### config.mk
export PLATFORM = sky130hd
export DESIGN_NAME = mllg_divider
export DESIGN_NICKNAME = d
export VERILOG_FILES = /design/src/design/mllg_pkg.sv /design/src/design/mllg_divider.sv
export SDC_FILE = /design/constraint.sdc
export NUM_CORES = 1
export LEC_CHECK = 0
export BUFFER_PORTS_ARGS = -buffer_cell sky130_fd_sc_hd__buf_2
export CAP_MARGIN = 15
export CORE_MARGIN = 3
export CORE_UTILIZATION = 60
export CTS_BUF_LIST = sky130_fd_sc_hd__clkbuf_8
export DETAILED_ROUTE_END_ITERATION = 10
export PLACE_DENSITY = 0.78
export SLEW_MARGIN = 10
export SYNTH_ARGS = -nofsm -noshare
export SYNTH_HDL_FRONTEND = slang
export SYNTH_SLANG_ARGS = --single-unit
### constraint.sdc
create_clock -name clk -period 5.1 [get_ports clk]
set_input_delay 1.02 -clock clk [delete_from_list [all_inputs] [get_ports clk]]
set_output_delay 1.02 -clock clk [all_outputs]
set_load 0.02 [all_outputs]
### src/design/mllg_pkg.sv
// Shared constants, types and helpers for the mixture gradient block.
package mllg_pkg;
  localparam int MAX_COMPONENTS = 6;
  localparam int FRAC_BITS      = 16;
  localparam int FIELD_W        = FRAC_BITS + 1;
  localparam int DOT_W          = 2 * FIELD_W + 3;
  localparam int RECIP_W        = 2 * FRAC_BITS;
  localparam int SUM_W          = 48;
  localparam int QBITS          = 3 * FRAC_BITS + 1;
  localparam int CNT_W          = $clog2(QBITS + 1);
  localparam int CFG_W          = FIELD_W;
  localparam int IDX_W          = 3;

  localparam logic [IDX_W-1:0] REG_ACTIVE = 3'd0;

  typedef logic [FIELD_W-1:0] field_t;
  typedef logic [SUM_W-1:0]   sum_t;

  // Per-lane control from the sequencer.
  typedef struct packed {
    logic                    accum;
    logic                    clear;
    logic [RECIP_W-1:0]      recip;
  } lane_ctl_t;

  // Clamp the active count into the legal range.
  function automatic logic [2:0] clamp_active(input logic [2:0] n);
    logic [2:0] r;
    r = n;
    if (n < 3'd2) r = 3'd2;
    if (n > 3'(MAX_COMPONENTS)) r = 3'(MAX_COMPONENTS);
    return r;
  endfunction
endpackage

### src/design/mllg_divider.sv
// Restoring divider for floor(2^(3F)/dot), one quotient bit per cycle.
module mllg_divider (
  input  logic                              clk,
  input  logic                              rst,
  input  logic                              start,
  input  logic [mllg_pkg::DOT_W-1:0]        dot,
  output logic                              done,
  output logic [mllg_pkg::RECIP_W-1:0]      quot
);
  import mllg_pkg::*;

  logic [CNT_W-1:0]   cnt;
  logic               busy;
  logic [DOT_W:0]     rem;
  logic [DOT_W-1:0]   dsr;
  logic [DOT_W:0]     shifted;
  logic [QBITS-1:0]   q;

  assign shifted = {rem[DOT_W-1:0], (cnt == CNT_W'(QBITS))};
  assign quot    = q[RECIP_W-1:0];

  // Step one quotient bit each cycle.
  always_ff @(posedge clk) begin
    if (rst) begin
      busy <= 1'b0;
      done <= 1'b0;
      cnt  <= '0;
    end else begin
      done <= 1'b0;
      if (start) begin
        busy <= 1'b1;
        cnt  <= CNT_W'(QBITS);
        rem  <= '0;
        dsr  <= dot;
        q    <= '0;
      end else if (busy) begin
        if (shifted >= {1'b0, dsr}) begin
          rem <= shifted - {1'b0, dsr};
          q   <= {q[QBITS-2:0], 1'b1};
        end else begin
          rem <= shifted;
          q   <= {q[QBITS-2:0], 1'b0};
        end
        cnt <= cnt - 1'b1;
        if (cnt == CNT_W'(1)) begin
          busy <= 1'b0;
          done <= 1'b1;
        end
      end
    end
  end
endmodule

== After elaboration in Yosys (flattened, before gate mapping) ==
Index checks and enable logic that the tools add are counted.
Cells by class
  magnitude comparators: 1
  multiplexer cells: 10
  add/sub/neg operators: 2
  equal/unequal tests: 2
  reduce and logical (&&, ||, !) cells: 5
  bitwise logic cells: 2
Operators by type and width (count)
  $mux W37: 2
  $ge A38 B37 Y1: 1
  $sub A37 B37 Y37: 1
  $mux W32: 1
  $mux W6: 2
  $eq A6 B1 Y1 const B: 1
  $eq A6 B6 Y1 const B: 1
  $sub A6 B1 Y6 const B: 1
  $mux W1: 5
  $reduce_and A2 Y1: 2
  $reduce_or A3 Y1: 1
  $not A1 Y1: 2
  $reduce_bool A2 Y1: 1
  $reduce_or A2 Y1: 1
Word-level totals
  bits in registers: 114
  input port bits: 40
  logic and storage cells: 29
  output and inout bits: 33

== Longest topological paths before layout ==
  depth in word-level cells: 4
  depth in mapped cells: 16
  mapped depth without buffers: 14

== Worst setup path before layout ==
No wires, ideal clock.
  path type: input port to flip-flop
  start point: in start
  end point: reg q[0], enable pin
  library setup time: 0.497 ns
  data arrival time: 4.235 ns
  cell stages on the path: 3
  buffers on the path: 1
  data required time: 4.603 ns
  setup slack: 0.368 ns
  path through: clkbuf_1 > nor2_1 > nor2_1
Between the ends
  longest elaborated chain between the ends: 2
Ends and longest elaborated chain
  start: declaration: RTL line mllg_divider.sv:5  | input logic start,
  $reduce_bool A2 Y1 (no source line)
  $reduce_and A2 Y1 (no source line)
  end signal: assignment: RTL line mllg_divider.sv:39  | q <= {q[QBITS-2:0], 1'b1};
  end signal: assignment: RTL line mllg_divider.sv:42  | q <= {q[QBITS-2:0], 1'b0};
  end: declaration: RTL line mllg_divider.sv:17  | logic [QBITS-1:0] q;
No other way between the ends.
A chain may end at the register's enable or synchronous reset.

== Final worst setup path ==
  start point: reg cnt[1]
  end point: reg rem[12], data pin
Between the ends
  longest elaborated chain between the ends: 4
  elaborated cells between the ends (all ways): 5
  those cells by class: add/sub (1); order compare (1); eq/ne (1); mux (2)
Ends and longest elaborated chain
  start: declaration: RTL line mllg_divider.sv:12  | logic [CNT_W-1:0] cnt;
  start signal: assignment: RTL line mllg_divider.sv:32  | cnt <= CNT_W'(QBITS);
  start signal: assignment: RTL line mllg_divider.sv:44  | cnt <= cnt - 1'b1;
  $eq A6 B6 Y1 (*): RTL line mllg_divider.sv:19  | assign shifted = {rem[DOT_W-1:0], (cnt == CNT_W'(QBITS))};
  $sub A37 B37 Y37 or $ge A38 B37 Y1 (tied branches): RTL line mllg_divider.sv:38, mllg_divider.sv:37
  $mux W37 (*): RTL line mllg_divider.sv:37  | if (shifted >= {1'b0, dsr}) begin
  $mux W37 (*): RTL line mllg_divider.sv:36  | end else if (busy) begin
  end signal: assignment: RTL line mllg_divider.sv:38  | rem <= shifted - {1'b0, dsr};
  end signal: assignment: RTL line mllg_divider.sv:41  | rem <= shifted;
  end: declaration: RTL line mllg_divider.sv:14  | logic [DOT_W:0] rem;
Mark *: on every way between the ends. The rest lies on a longest branch, timed or not. The select of a mux whose other input is x is not followed.

==> results <==
- The number of failing hold endpoints at the final stage was 0.
- The placeable core region is 10600 um^2.
- For this design the ratio of total power to cell area is 380 nW/um^2.
- The initial core utilization is 0.628.
- In the layout the commonest cells are edfxtp_1 (106), nand2_1 (74), buf_2 (72), a21oi_1 (67), inv_1 (54).
- The worst path arrival time is 4.14 ns.
- The final layout contains routed wiring with a total length of 14.4 mm.
- The initial antenna violation count came to 0.
- The class of the most critical setup path is reg2reg.
- The area added between synthesis and finish is 12.9%.
- The layer flagged by global routing as most heavily used is met2.
- The number of max-slew violations in the final report is 0.
- The maximum operating frequency is 253 MHz.
- The count of clock tree sinks is 114.
- The Yosys step of the flow raised 0 warnings.
- The leakage power figure is 0.00310 uW.
- The H-tree generated during clock tree synthesis spans 4 levels.
- The detailed-route DRC error count is 0.
- Setup repair after global routing left no endpoint under its margin.
- Entering global routing, the biggest net connects 46 pins.
- The final number of setup-violating endpoints is 0.
- The final weighted congestion of routability-driven global placement is 0.918.
- The critical path data required time is 5.28 ns.
- On the final layout, the worst hold slack is 0.505 ns.
- Across the run, the number of max-cap violations was 0.
- The routed layout has 5165 vias.
- Each instance of the synthesized netlist takes up on average 9.99 um^2.
- Synthesis produced 664 cells.
- In this run the core area contains 37 standard-cell rows.
- After legalization and detailed placement, the total HPWL measured 10.1 mm.
- Once the clock tree was built, the resizer swapped 0 gates to a different size.
- The post-layout minimum cycle time is 3.96 ns.
- The via count of the first global-routing pass came to 5060.
- The final setup skew is 0.0163 ns.
- The leading cell type in the layout, fill and taps excluded is edfxtp_1.
- The first global-routing pass estimated 24.2 mm of wire.
- Of all nets on the critical path, the largest fanout is 26.
- The sequential fraction of the synthesis area is 0.504.
- The netlist uses 54 different library cells.
- In this run, synthesis inferred 106 flip-flops with an integrated enable.
- The die is 111 um tall.
- The post-route cell area is 7490 um^2.
- The worst min-delay path class is reg2reg.
- The total clock buffers created by CTS is 17.
- For this run, global-route usage on met1 was measured as 0.319.
- In this run, synthesis produced a sequential element count of 114.
- The average routed wire per standard cell is 16.4 um.
- The worst-case IR drop observed on VDD is 0.270 mV.
- The width of the die is 111 um.
- Of the cells placed in the final design, the portion with a size suffix greater than 1 is 0.158.
- The detail route stage leaves a number of antenna-violating nets equal to 0.
- The CTS tree is built.
- Headroom to the max-slew limit came out at 0.299.
- The setup TNS is 0 ns.
- In the synthesized netlist the async set-or-reset flop fraction comes to 0.
- The number of buffers on the longest clock path is 2.
- Buffers added to address setup during post-CTS repair amount to 0.
- Of the available clock period, the critical path in the final layout requires 0.776.
- The repair_antennas step left the layout with diodes totalling 0.
- The kind of capture point of the worst setup path is a flip-flop.
- The overflow left after global routing is 0.
- The number of vias per cell is 5.90.
- The aggregate global-route resource usage is 0.242.
- For this run, the post-layout net count is 807.
- At the later pin of the worst-skew pair, clock insertion delay measures 0.45 ns.
- The met3 layer usage reported by global route is 0.0726.
- The number of DRC markers in iteration 0 is 340.
- Once placement finished, the instance area stood at 7060 um^2.
- The first detailed-routing pass ran for 5 iterations.
- The cell area that synthesis handed to floorplanning was 6630 um^2.
- The floorplan step defined a die boundary enclosing 12400 um^2.
- The quantity of hold-fixing buffers added after cts is 0.
- The count of buffers inserted at the top-level ports is 72.
- The count of pins on the block boundary is 73.
- STA classifies the critical path startpoint as a flip-flop.
- The dominant register cell in the synthesized netlist is edfxtp_1.
- The tree is rooted in a clkbuf_8.
- In the global route stage, met2 resource usage came out at 0.387.
- The actual slew at the worst max-slew pin is 1.05 ns.
- The number of nets handed over by synthesis was 744.
- The run finished with clean final reports.
- Clock-pin slew was measured on the worst setup and hold paths at 0.07 ns.
-- final timing paths --
check / from / end / slack, ns / cells past startpoint
setup / recovery: cnt[1] / rem[12] / 1.14 / 15
hold / removal: cnt[1] / cnt[1] / 0.51 / 2
setup reg to reg: cnt[1] / rem[12] / 1.14 / 15
hold reg to reg: cnt[1] / cnt[1] / 0.51 / 2
-- metrics by stage --
stage          setup WS, ns  power [uW]   util  cells
2_1_floorplan         0.368        1820      -    664
6_report               1.14        2850  0.710    876
3_3_place_gp           1.34        1970  0.669    843
4_1_cts                1.15        2850  0.707    875
5_1_grt               0.874        3020  0.710    876
3_5_place_dp           1.17        2000  0.669    843
-- layout make-up --
cell class,count,area (um^2)
Clock buffer,17,234
Clock inverter,15,169
Fill cell,757,3070
Inverter,52,195
Multi-Input combinational cell,465,2960
Sequential cell,114,3340
Tap cell,136,170
Timing Repair Buffer,77,418
-- metal layers --
| layer | part of all wire | up-vias | wire length [um] |
|---|---|---|---|
| met5 | 0 | - | 0 |
| met1 | 0.45 | 2435 | 6470 |
| li1 | - | 2508 | - |
| met3 | 0.066 | 25 | 953 |
| met2 | 0.47 | 197 | 6750 |
| met4 | 0.014 | 0 | 201 |
-- sequential cells by signal, summed over array words and instances (netlist names) --
register / cells
cnt: 6
busy: 1
q: 32
rem: 37
dsr: 37
done: 1
-- cells by family after synthesis --
family | after synthesis | synth area share
AOI/OAI and AO/OA | 160 | 0.149
xor gates and xnor gates | 36 | 0.0475
adders and majority gates | 40 | 0.0766
buffers and inverters | 85 | 0.0521
DFF | 114 | 0.504
muxes | 8 | 0.0121
and+or+nand+nor | 221 | 0.159
-- power by group --
group / switching [uW] / internal (uW)
logic: 509 / 317
clock network: 373 / 478
registers: 41.2 / 1130
total: 924 / 1920
-- worst max-delay path: stages (launching register included) --
cell and delay (ns):
dfxtp_1 0.35, inv_1 0.07, ha_1 0.20, nand4_1 0.14
ha_1 0.18, inv_1 0.05, fa_1 0.40, a21o_1 0.21
a221o_1 0.39, a221o_1 0.41, a2111o_1 0.47, nand2_2 0.12
a21oi_2 0.14, buf_4 0.28, mux2i_1 0.19, nor2_1 0.06
-- synthesized netlist by cell type (10+ instances only) --
master / n / share of area
edfxtp_1: 106 / 0.48
inv_1: 52 / 0.029
nand2_1: 74 / 0.042
nor2_1: 47 / 0.027
xnor2_1: 25 / 0.033
nand4_1: 10 / 0.0094
o21ai_0: 33 / 0.025
xor2_1: 11 / 0.015
nand3_1: 19 / 0.014
a21oi_1: 67 / 0.051
ha_1: 39 / 0.074
nor2b_1: 31 / 0.029
clkbuf_1: 27 / 0.015
a21o_1: 12 / 0.014
nor3_1: 11 / 0.0083
(Power assumes the default switching activity.)
