===== src/design/mllg_pkg.sv =====
// Shared constants, types and helpers for the mixture gradient block.
package mllg_pkg;
  localparam int MAX_COMPONENTS = 6;
  localparam int FRAC_BITS      = 16;
  localparam int FIELD_W        = FRAC_BITS + 1;
  localparam int DOT_W          = 2 * FIELD_W + 3;
  localparam int RECIP_W        = 2 * FRAC_BITS;
  localparam int SUM_W          = 48;
  localparam int QBITS          = 3 * FRAC_BITS + 1;
  localparam int CNT_W          = $clog2(QBITS + 1);
  localparam int CFG_W          = FIELD_W;
  localparam int IDX_W          = 3;

  localparam logic [IDX_W-1:0] REG_ACTIVE = 3'd0;

  typedef logic [FIELD_W-1:0] field_t;
  typedef logic [SUM_W-1:0]   sum_t;

  // Per-lane control from the sequencer.
  typedef struct packed {
    logic                    accum;
    logic                    clear;
    logic [RECIP_W-1:0]      recip;
  } lane_ctl_t;

  // Clamp the active count into the legal range.
  function automatic logic [2:0] clamp_active(input logic [2:0] n);
    logic [2:0] r;
    r = n;
    if (n < 3'd2) r = 3'd2;
    if (n > 3'(MAX_COMPONENTS)) r = 3'(MAX_COMPONENTS);
    return r;
  endfunction
endpackage


===== src/design/mllg_lane.sv =====
// One population lane: product term and saturating accumulator.
module mllg_lane (
  input  logic                clk,
  input  logic                rst,
  input  logic                active,
  input  mllg_pkg::field_t    freq,
  input  mllg_pkg::lane_ctl_t ctl,
  output mllg_pkg::sum_t      sum,
  output logic                sat
);
  import mllg_pkg::*;

  logic [FIELD_W+RECIP_W-1:0] prod;
  logic [SUM_W:0]             total;

  // Exact term: floor(freq*recip / 2^F).
  assign prod  = FIELD_W'(freq) * (FIELD_W+RECIP_W)'(ctl.recip);
  assign total = {1'b0, sum} + (SUM_W+1)'(prod >> FRAC_BITS);
  assign sat   = ctl.accum && active && total[SUM_W];

  // Accumulate, saturating at full scale.
  always_ff @(posedge clk) begin
    if (rst || ctl.clear) begin
      sum <= '0;
    end else if (ctl.accum && active) begin
      sum <= total[SUM_W] ? {SUM_W{1'b1}} : total[SUM_W-1:0];
    end
  end
endmodule


===== config.mk =====
export PLATFORM = sky130hd
export DESIGN_NAME = mllg_lane
export DESIGN_NICKNAME = d
export VERILOG_FILES = /design/src/design/mllg_pkg.sv /design/src/design/mllg_lane.sv
export SDC_FILE = /design/constraint.sdc
export NUM_CORES = 1
export LEC_CHECK = 0
export ABC_AREA = 1
export ABC_CLOCK_PERIOD_IN_PS = 23800
export BUFFER_PORTS_ARGS = -buffer_cell sky130_fd_sc_hd__buf_2
export CORE_MARGIN = 10
export CORE_UTILIZATION = 40
export DETAILED_ROUTE_END_ITERATION = 7
export SYNTH_ARGS = -nofsm -noshare
export SYNTH_HDL_FRONTEND = slang
export SYNTH_SLANG_ARGS = --single-unit

===== constraint.sdc =====
create_clock -name clk -period 23.8 [get_ports clk]
set_clock_uncertainty 0.2 [all_clocks]
set_input_delay 3.57 -clock clk [delete_from_list [all_inputs] [get_ports clk]]
set_output_delay 3.57 -clock clk [all_outputs]
set_load 0.01 [all_outputs]

## Yosys cells after proc, flatten, opt, wreduce, memory -nomap -nowiden

Cells that the tools add are included.

- Flip-flop bits (word level): 48
- Input port bits: 54
- Output and inout port bits: 49
- Logic and storage cells: 7

- Reductions and logical operators: 3
- Multiply operators: 1
- Add/subtract/negate cells: 1
- Multiplexer cells: 1

Operators by type and width:

| cell | number |
|---|---|
| adder 48 x 33 -> 49 bit | 1 |
| multiplier 17 x 32 -> 49 bit | 1 |
| two-way mux 48 bit | 1 |
| logical AND 1 bit | 2 |
| logical OR 1 bit | 1 |

## Logic depth before layout (Yosys ltp)

Gate-level depths: netlist (run 1).

- Depth in word-level cells: 3
- Mapped depth: 44
- Gate-level depth less buffers: 43

## Least setup slack after synthesis (run 1)

No wires, ideal clock.

- Kind: input port to output port
- Start point: in ctl[22] (netlist bit)
- End point: out sat
- Path buffers: 3
- Stages: 34
- Data arrival time: 9897 ps
- Slack: 10133 ps
- Data required time: 20030 ps
- Cell sequence: clkbuf_1 -> clkbuf_1 -> nand2_1 -> fa_1 -> inv_1 -> fa_1 -> inv_1 -> fa_1 -> inv_1 -> fa_1 -> fa_1 -> inv_1 -> fa_1 -> inv_1 -> ha_1 -> nand2_1 -> nor2_1 -> inv_1 -> nor2_1 -> inv_1 -> o21ai_0 -> nand2_1 -> nand3_1 -> xor2_1 -> ha_1 -> a21oi_1 -> o21ai_0 -> nand2_1 -> nand3_1 -> nand2_1 -> nand3_2 -> nand2_4 -> buf_6 -> inv_1

- Cells in the longest elaborated chain, start to end: 3

RTL lines:

| what | RTL line | source |
|---|---|---|
| start: declaration | mllg_lane.sv:7 | `input mllg_pkg::lane_ctl_t ctl,` |
| multiplier 17 x 32 -> 49 bit | mllg_lane.sv:17 | `assign prod = FIELD_W'(freq) * (FIELD_W+RECIP_W)'(ctl.recip);` |
| adder 48 x 33 -> 49 bit | mllg_lane.sv:18 | `assign total = {1'b0, sum} + (SUM_W+1)'(prod >> FRAC_BITS);` |
| logical AND 1 bit | mllg_lane.sv:19 | `assign sat = ctl.accum && active && total[SUM_W];` |
| end: declaration | mllg_lane.sv:9 | `output logic sat` |

No other way between the ends.

## Worst setup path after layout (run 1)

- Start point: in freq[5]
- End point: out sat

- Cells in the longest elaborated chain, start to end: 3

RTL lines:

| what | RTL line | source |
|---|---|---|
| start: declaration | mllg_lane.sv:6 | `input mllg_pkg::field_t freq,` |
| multiplier 17 x 32 -> 49 bit | mllg_lane.sv:17 |  |
| adder 48 x 33 -> 49 bit | mllg_lane.sv:18 |  |
| logical AND 1 bit | mllg_lane.sv:19 |  |

No other way between the ends.

==> results of run 1 <==
==> worst max-delay path: cells and delay by family <==
| kind | cells | cell delay [ns] |
|---|---|---|
| buffers and inverters | 8 | 1.10 |
| XOR/XNOR | 1 | 0.19 |
| adder cells (fa/ha/maj) | 8 | 3.73 |
| AO/OA/AOI/OAI | 4 | 0.88 |
| AND/OR/NAND/NOR | 9 | 1.43 |
==> cells by family after synthesis <==
| logic type | Yosys count | synth area share |
|---|---|---|
| AOI/OAI and AO/OA | 209 | 0.0496 |
| xor gates and xnor gates | 49 | 0.0186 |
| adders and majority gates | 604 | 0.474 |
| buffers and inverters | 1085 | 0.179 |
| DFF | 48 | 0.0417 |
| and+or+nand+nor | 1358 | 0.237 |
==> layer usage <==
| metal | up-vias | global-route usage | routed length (um) |
|---|---|---|---|
| met3 | 87 | 0.0169 | 3470 |
| li1 | 9514 | - | - |
| met1 | 9563 | 0.271 | 29700 |
| met4 | 0 | 0.0448 | 1500 |
| met5 | - | 0 | 0 |
| met2 | 569 | 0.357 | 32700 |
==> final timing paths <==
| kind | startpoint | end | slack [ns] | cells after the start |
|---|---|---|---|---|
| setup / recovery | freq[5] | sat | 9.07 | 30 |
| setup reg to reg | sum[0] | sum[29] | 20.48 | 12 |
| hold / removal | sum[47] | sum[47] | 0.38 | 4 |
| hold reg to reg | sum[47] | sum[47] | 0.38 | 4 |
==> area by class of cell <==
cell class	count	area (um^2)
Fill cell	6021	32600
Multi-Input combinational cell	2220	17900
Inverter	957	3590
Sequential cell	48	961
Tap cell	756	946
Timing Repair Buffer	104	526
Clock buffer	7	143
Clock inverter	1	7.51
Antenna cell	2	5.00
==> metrics by stage <==
stage / hold slack (ns) / instances / util
floorplan: 0.372 / 3353 / -
global placement: 0.357 / 4085 / 0.423
detailed placement: 0.368 / 4085 / 0.423
CTS: 0.381 / 4093 / 0.425
global route: 0.415 / 4094 / 0.425
finish: 0.378 / 4095 / 0.425
==> cells in the final DEF, fill, tap and decap left out, types with 3 or more instances in the layout <==
master,n
xor2_1,42
a21o_1,9
o21bai_1,12
nand2_2,9
a31oi_1,7
nor2_1,199
clkbuf_16,5
nand2_1,996
ha_1,156
o21a_1,8
nand3_1,89
nand4_1,6
dfxtp_1,48
buf_2,102
inv_1,953
nor4_1,4
and2_1,3
o21ai_0,73
inv_2,3
nand3_2,14
fa_1,448
a21oi_1,95
nor2_2,9
xnor2_1,7
nor3_1,17
==> impl_metrics.yaml, run 1 <==
timing:
  finalHoldViolations: 0
  setup_ws_ns: 9.07
  timing.setup.tns_ns: 0
  max_slew.worst_pin.slew_ns: 1.01
  max_freq_ghz: 0.0679
  fin_crit_ns: 14.73
  finalSetupViolations: 0
  post-route-period-util: 0.619
  slew_viol_final: 0
  rsz0062_at_grt: "no"
  maxSlewHeadroom: 0.325
synthesis:
  ys_warn_count: 0
  synth_most_common_cell: "nand2_1"
  synth_area_leader_cell: "fa_1"
  ys_seq_area_frac: 0.0417
  ys_ff_latch: 48
  synth_area_per_cell_um2: 6.87
  synth_ff_type: "dfxtp_1"
  yosysUniqueCellTypes: 39
  synth_top_area_frac: 0.390
  async_flop_share: 0
  synth.top_cells.by_count: "nand2_1 (996), inv_1 (953), fa_1 (448), nor2_1 (200), ha_1 (156)"
  synth_area_leaders: "fa_1 (39%), nand2_1 (16%), inv_1 (16%)"
  synth_cells: 3353
  syn_area_mm2: 0.0230
  synth_edf_count: 0
  syn_nets: 4011
clock_tree:
  cts_tree: "built"
  postCtsSetupBuffers: 0
  cts.reportedPaths.clkPinSlew_ns: 0.07
  cts_hold_buf: 0
  cts_sinks: 48
  clockRootBuffer: "clkbuf_16"
  clkLatencyLatePin_ns: 0.31
  clockBufferDepth: 2
  htree_levels: 2
  cts_buffers: 5
  cts-resized-gates: 0
floorplanning:
  rows: 87
  fp.dieW_um: 260
  start_util: 0.406
  die_h_um: 260
  die-area_mm2: 0.0675
  pin_count: 103
  coreArea_mm2: 0.0567
worst_setup_path:
  end_kind: "output pin"
  setup.worst_path.start_class: "input port"
  arrival_ns: 10.96
  crit_slowest_cell: "buf_2"
  slowest_delay_ns: 0.62
  critPathKind: "input port to output pin"
  critical_path_required_ns: 20.03
  cp_max_fo: 32
detailed_routing:
  drt-pass1-iter-count: 6
  drtAntennaViolNets: 0
  wl_per_cell_um: 16.5
  drc_errors: 0
  drtIter0Drc: 1207
  via_count: 19700
  via_per_inst: 4.82
  routed_wl_mm: 67.4
global_routing:
  grt_max_degree: 54
  grt_use_total: 0.205
  antenna_found_initial: 1
  grt_pass1_wl_mm: 111
  grt_pass1_vias: 20600
  overflow: 0
flow_run:
  maxCapViolCount: 0
place:
  dpl_cell_area_mm2: 0.0240
  gp_congestion: 0.949
  place_hpwl_mm: 55.1
  numPortBuffers: 102
  pre_cts_slack_ns: 9.07
cells_and_area:
  drive_above_1_share: 0.0458
  top_regs: "sum x48"
  final_nets: 3994
  regMostFlops: "sum"
  largest_reg_flops: 48
  syn_to_final_growth_pct: 4.82
  design_area_mm2: 0.0241
outcome:
  status: "finished, final reports clean"
hold_path:
  worstHoldPathType: "flop to flop"
Power of run 1 is left out: the tool's default activity adds up to more than one toggle a clock period on the data nets, which glitch-free logic cannot reach.
==> inputs of run 2 (changes only) <==
--- a/config.mk
+++ b/config.mk
@@ -5,8 +5,8 @@
 export SDC_FILE = /design/constraint.sdc
 export NUM_CORES = 1
 export LEC_CHECK = 0
-export ABC_AREA = 1
-export ABC_CLOCK_PERIOD_IN_PS = 23800
+export ABC_AREA = 0
+export ABC_CLOCK_PERIOD_IN_PS = 14200
 export BUFFER_PORTS_ARGS = -buffer_cell sky130_fd_sc_hd__buf_2
 export CORE_MARGIN = 10
 export CORE_UTILIZATION = 40
==> constraint.sdc (replaced) <==
create_clock -name clk -period 14.2 [get_ports clk]
set_clock_uncertainty 0.2 [all_clocks]
set_input_delay 2.13 -clock clk [delete_from_list [all_inputs] [get_ports clk]]
set_output_delay 2.13 -clock clk [all_outputs]
set_load 0.01 [all_outputs]
==> impl_metrics.yaml, run 2 <==
clock_tree:
  htree_levels: 2
  cts-resized-gates: 0
  cts.reportedPaths.clkPinSlew_ns: 0.07
  clockBufferDepth: 2
  cts_tree: "built"
  cts_sinks: 48
  cts_hold_buf: 0
  clkLatencyLatePin_ns: 0.30
  postCtsSetupBuffers: 0
  cts_buffers: 5
  clockRootBuffer: "clkbuf_16"
outcome:
  status: "finished, final reports clean"
synthesis:
  synth_edf_count: 0
  synth_area_leader_cell: "fa_1"
  synth_cells: 2360
  synth.top_cells.by_count: "inv_1 (560), fa_1 (448), nand2_1 (403), and2_1 (175), ha_1 (156)"
  synth_area_leaders: "fa_1 (45%), inv_1 (11%), ha_1 (9.8%)"
  synth_top_area_frac: 0.449
  synth_ff_type: "dfxtp_1"
  async_flop_share: 0
  syn_nets: 3018
  synth_most_common_cell: "inv_1"
  syn_area_mm2: 0.0200
  ys_warn_count: 0
  ys_ff_latch: 48
  yosysUniqueCellTypes: 57
  synth_area_per_cell_um2: 8.46
  ys_seq_area_frac: 0.0481
timing:
  maxSlewHeadroom: 0.398
  max_freq_ghz: 0.0726
  rsz0062_at_grt: "no"
  slew_viol_final: 0
  max_slew.worst_pin.slew_ns: 0.897
  finalHoldViolations: 0
  timing.setup.tns_ns: 0
  finalSetupViolations: 0
  fin_crit_ns: 13.77
  post-route-period-util: 0.970
cells_and_area:
  top_regs: "sum x48"
  mostFrequentLayoutCells: "inv_1 (560), fa_1 (448), nand2_1 (403)"
  multi_input_area_mm2: 0.0165
  largest_reg_flops: 48
  final_nets: 3019
  regMostFlops: "sum"
  layout.cells.most_common: "inv_1"
  num_antenna_cells: 0
  fin_util: 0.430
  drive_above_1_share: 0.0588
  seqCellArea_um2: 961
  nFillCells: 4925
  syn_to_final_growth_pct: 5.70
  instances_no_fill: 3026
floorplanning:
  rows: 81
  die-area_mm2: 0.0593
  pin_count: 103
  start_util: 0.406
  die_h_um: 243
  coreArea_mm2: 0.0492
  fp.dieW_um: 243
worst_setup_path:
  arrival_ns: 11.44
  end_kind: "output pin"
  slowest_delay_ns: 0.76
  critical_path_required_ns: 11.87
  setup.worst_path.start_class: "input port"
  critPathKind: "input port to output pin"
  crit_top_cell: "fa_1"
  cp_max_fo: 32
  crit_slowest_cell: "a211oi_1"
  crit_family: "compound AO/OA/AOI/OAI gates"
  path_buf_inv: 6
global_routing:
  grt_pass1_wl_mm: 86.7
  grt_pass1_vias: 16900
  overflow: 0
  grt_max_degree: 37
  grt_use_total: 0.180
  antenna_found_initial: 1
place:
  place_inst: 3018
  place_hpwl_mm: 41.6
  gp_congestion: 0.886
  numPortBuffers: 102
flow_run:
  maxCapViolCount: 0
detailed_routing:
  via_per_inst: 5.14
  routed_wl_mm: 53.1
  wl_per_cell_um: 17.6
  drc_errors: 0
  via_count: 15600
  drtIter0Drc: 833
  drtAntennaViolNets: 0
  drt-pass1-iter-count: 5
hold_path:
  worstHoldPathType: "flop to flop"
## run 2: cell count changes in the layout (fill, tap and decap cells not counted), moves of 15 or more
cell     before  now
a21o_1        9   42
a21oi_1      95  112
and2_1        3  175
inv_1       953  560
nand2_1     996  403
nand3_1      89   16
nor2_1      199   28
o21ai_0      73   58
xnor2_1       7   44
## run 2: cell type report
| type | instances | share of cell area |
|---|---|---|
| timing repair buffer | 108 | 0.0263 |
| tap | 664 | 0.0394 |
| sequential | 48 | 0.0455 |
| multi-input combinational | 1638 | 0.780 |
| clock inverter | 3 | 0.00326 |
| inverter | 560 | 0.0996 |
| clock buffer | 5 | 0.00593 |
## run 2: per-stage QoR
step | area [um^2] | setup slack (ns) | hold WS [ns]
finish | 21100 | 0.433 | 0.330
global route | 21100 | 0.0490 | 0.358
CTS | 21100 | 0.489 | 0.329
detailed placement | 20900 | 0.517 | 0.316
global placement | 20900 | 0.727 | 0.306
floorplan | 20000 | 1.99 | 0.317
## run 2: logic make-up after synthesis
family	Yosys count	synth area share
AO/OA/AOI/OAI	271	0.0844
flip-flops	48	0.0481
adder cells (fa/ha/maj)	604	0.547
buffers and inverters	674	0.128
AND/OR/NAND/NOR	690	0.161
multiplexers	1	0.000501
XOR/XNOR	72	0.0316
## run 2: final timing paths
| path | start | endpoint | slack [ns] | cells past startpoint |
|---|---|---|---|---|
| setup / recovery | freq[2] | sat | 0.43 | 33 |
| hold / removal | sum[47] | sum[47] | 0.33 | 2 |
| setup reg to reg | sum[0] | sum[13] | 10.12 | 14 |
| hold reg to reg | sum[47] | sum[47] | 0.33 | 2 |
## run 2: layer usage
metal | vias up | part of all wire | global-route usage | wire length (um)
met5 | - | 0 | 0 | 0
met4 | 0 | 0.029 | 0.0513 | 1540
met3 | 94 | 0.048 | 0.0221 | 2560
met2 | 451 | 0.53 | 0.338 | 28200
met1 | 8013 | 0.39 | 0.210 | 20800
li1 | 7003 | - | - | -
## run 2: worst min-delay path, delay by kind of cell (launching register included)
family,cells,cell delay [ns]
simple gates,2,0.16
flops,1,0.33
Power of run 2 is left out for the same reason.
==> inputs of run 3 (changes only) <==
--- a/config.mk
+++ b/config.mk
@@ -8,7 +8,6 @@
 export ABC_AREA = 0
 export ABC_CLOCK_PERIOD_IN_PS = 14200
 export BUFFER_PORTS_ARGS = -buffer_cell sky130_fd_sc_hd__buf_2
-export CORE_MARGIN = 10
 export CORE_UTILIZATION = 40
 export DETAILED_ROUTE_END_ITERATION = 7
 export SYNTH_ARGS = -nofsm -noshare
==> impl_metrics.yaml, run 3 (synthesis gave the netlist of run 2 again) <==
clock_tree:
  cts_sinks: 48
  clkLatencyLatePin_ns: 0.30
  clockRootBuffer: "clkbuf_16"
  cts-resized-gates: 0
  cts.reportedPaths.clkPinSlew_ns: 0.07
  clockBufferDepth: 2
  cts_buffers: 5
  postCtsSetupBuffers: 0
  cts_hold_buf: 0
  htree_levels: 2
  cts_tree: "built"
global_routing:
  grt_use_total: 0.212
  grt_max_degree: 37
  overflow: 0
  grt_pass1_vias: 16900
  antenna_found_initial: 0
  grt_pass1_wl_mm: 85.6
cells_and_area:
  nFillCells: 4968
  largest_reg_flops: 48
  regMostFlops: "sum"
  drive_above_1_share: 0.0588
  layout.cells.most_common: "inv_1"
  mostFrequentLayoutCells: "inv_1 (560), fa_1 (448), nand2_1 (403)"
  final_nets: 3019
  syn_to_final_growth_pct: 5.78
  top_regs: "sum x48"
  instances_no_fill: 3027
floorplanning:
  die_h_um: 225
  fp.dieW_um: 225
  die-area_mm2: 0.0508
  pin_count: 103
  rows: 81
  start_util: 0.407
  coreArea_mm2: 0.0491
timing:
  max_slew.worst_pin.slew_ns: 0.802
  setup_ws_ns: 0.652
  post-route-period-util: 0.954
  maxSlewHeadroom: 0.462
  finalHoldViolations: 0
  fin_crit_ns: 13.55
  timing.setup.tns_ns: 0
  finalSetupViolations: 0
  max_freq_ghz: 0.0738
  timing.hold.ws_ns: 0.322
  rsz0062_at_grt: "no"
  slew_viol_final: 0
worst_setup_path:
  setup.worst_path.start_class: "input port"
  critPathKind: "input port to output pin"
  slowest_delay_ns: 0.61
  end_kind: "output pin"
  arrival_ns: 11.22
  reg2reg_depth: 14
  crit_top_cell: "fa_1"
  cp_max_fo: 32
  crit_slowest_cell: "buf_2"
  critical_path_required_ns: 11.87
detailed_routing:
  drt-pass1-iter-count: 5
  routed_wl_mm: 51.5
  via_per_inst: 5.13
  via_count: 15500
  drtIter0Drc: 686
  drc_errors: 0
  drtAntennaViolNets: 0
  wl_per_cell_um: 17.0
hold_path:
  worstHoldPathCells: 2
  worstHoldPathType: "flop to flop"
flow_run:
  maxCapViolCount: 0
outcome:
  status: "finished, final reports clean"
place:
  gp_congestion: 0.889
  place_inst: 3017
  pre_cts_slack_ns: 0.627
  numPortBuffers: 102
  place_hpwl_mm: 40.7
[run 3: changes by cell type in the layout (fill, tap and decap cells not counted), sizes merged]
cell    before  now
buf        108  106
clkbuf       5    7
diode        0    1
[run 3: worst paths after layout]
path / from / slack [ns] / endpoint
hold / removal: sum[47] / 0.32 / sum[47]
hold reg to reg: sum[47] / 0.32 / sum[47]
setup / recovery: freq[6] / 0.65 / sat
setup reg to reg: sum[0] / 10.15 / sum[11]
[run 3: routing by layer]
metal  global-route usage  vias to the layer above  wire length [um]
met5                    0                        -                 0
met4               0.0617                        0              1500
met3               0.0173                      100              2150
met2                0.390                      396             27300
met1                0.264                     8035             20600
li1                     -                     7005                 -
[run 3: layout make-up]
cell class / instances / area [um^2] / share of cell area
repair buffers: 108 / 568 / 0.0269
inverters: 560 / 2100 / 0.0995
clock inverters: 3 / 68.8 / 0.00326
well taps: 664 / 831 / 0.0393
diodes: 1 / 2.50 / 0.000118
clock buffers: 5 / 125 / 0.00592
multi-input cells: 1638 / 16500 / 0.780
flip-flops and latches: 48 / 961 / 0.0455
[run 3: critical path, delay by kind of cell]
family / cells / cell delay (ns)
adder cells (fa/ha/maj): 8 / 3.53
AO/OA/AOI/OAI: 14 / 3.23
AND/OR/NAND/NOR: 4 / 1.11
buffers and inverters: 7 / 1.05
XOR/XNOR: 1 / 0.16
[run 3: per-stage QoR]
stage | util | instance area (um^2)
3_5_place_dp | 0.426 | 20900
4_1_cts | 0.430 | 21100
2_1_floorplan | - | 20000
6_report | 0.431 | 21100
3_3_place_gp | 0.426 | 20900
5_1_grt | 0.431 | 21100
Power of run 3 is left out for the same reason.
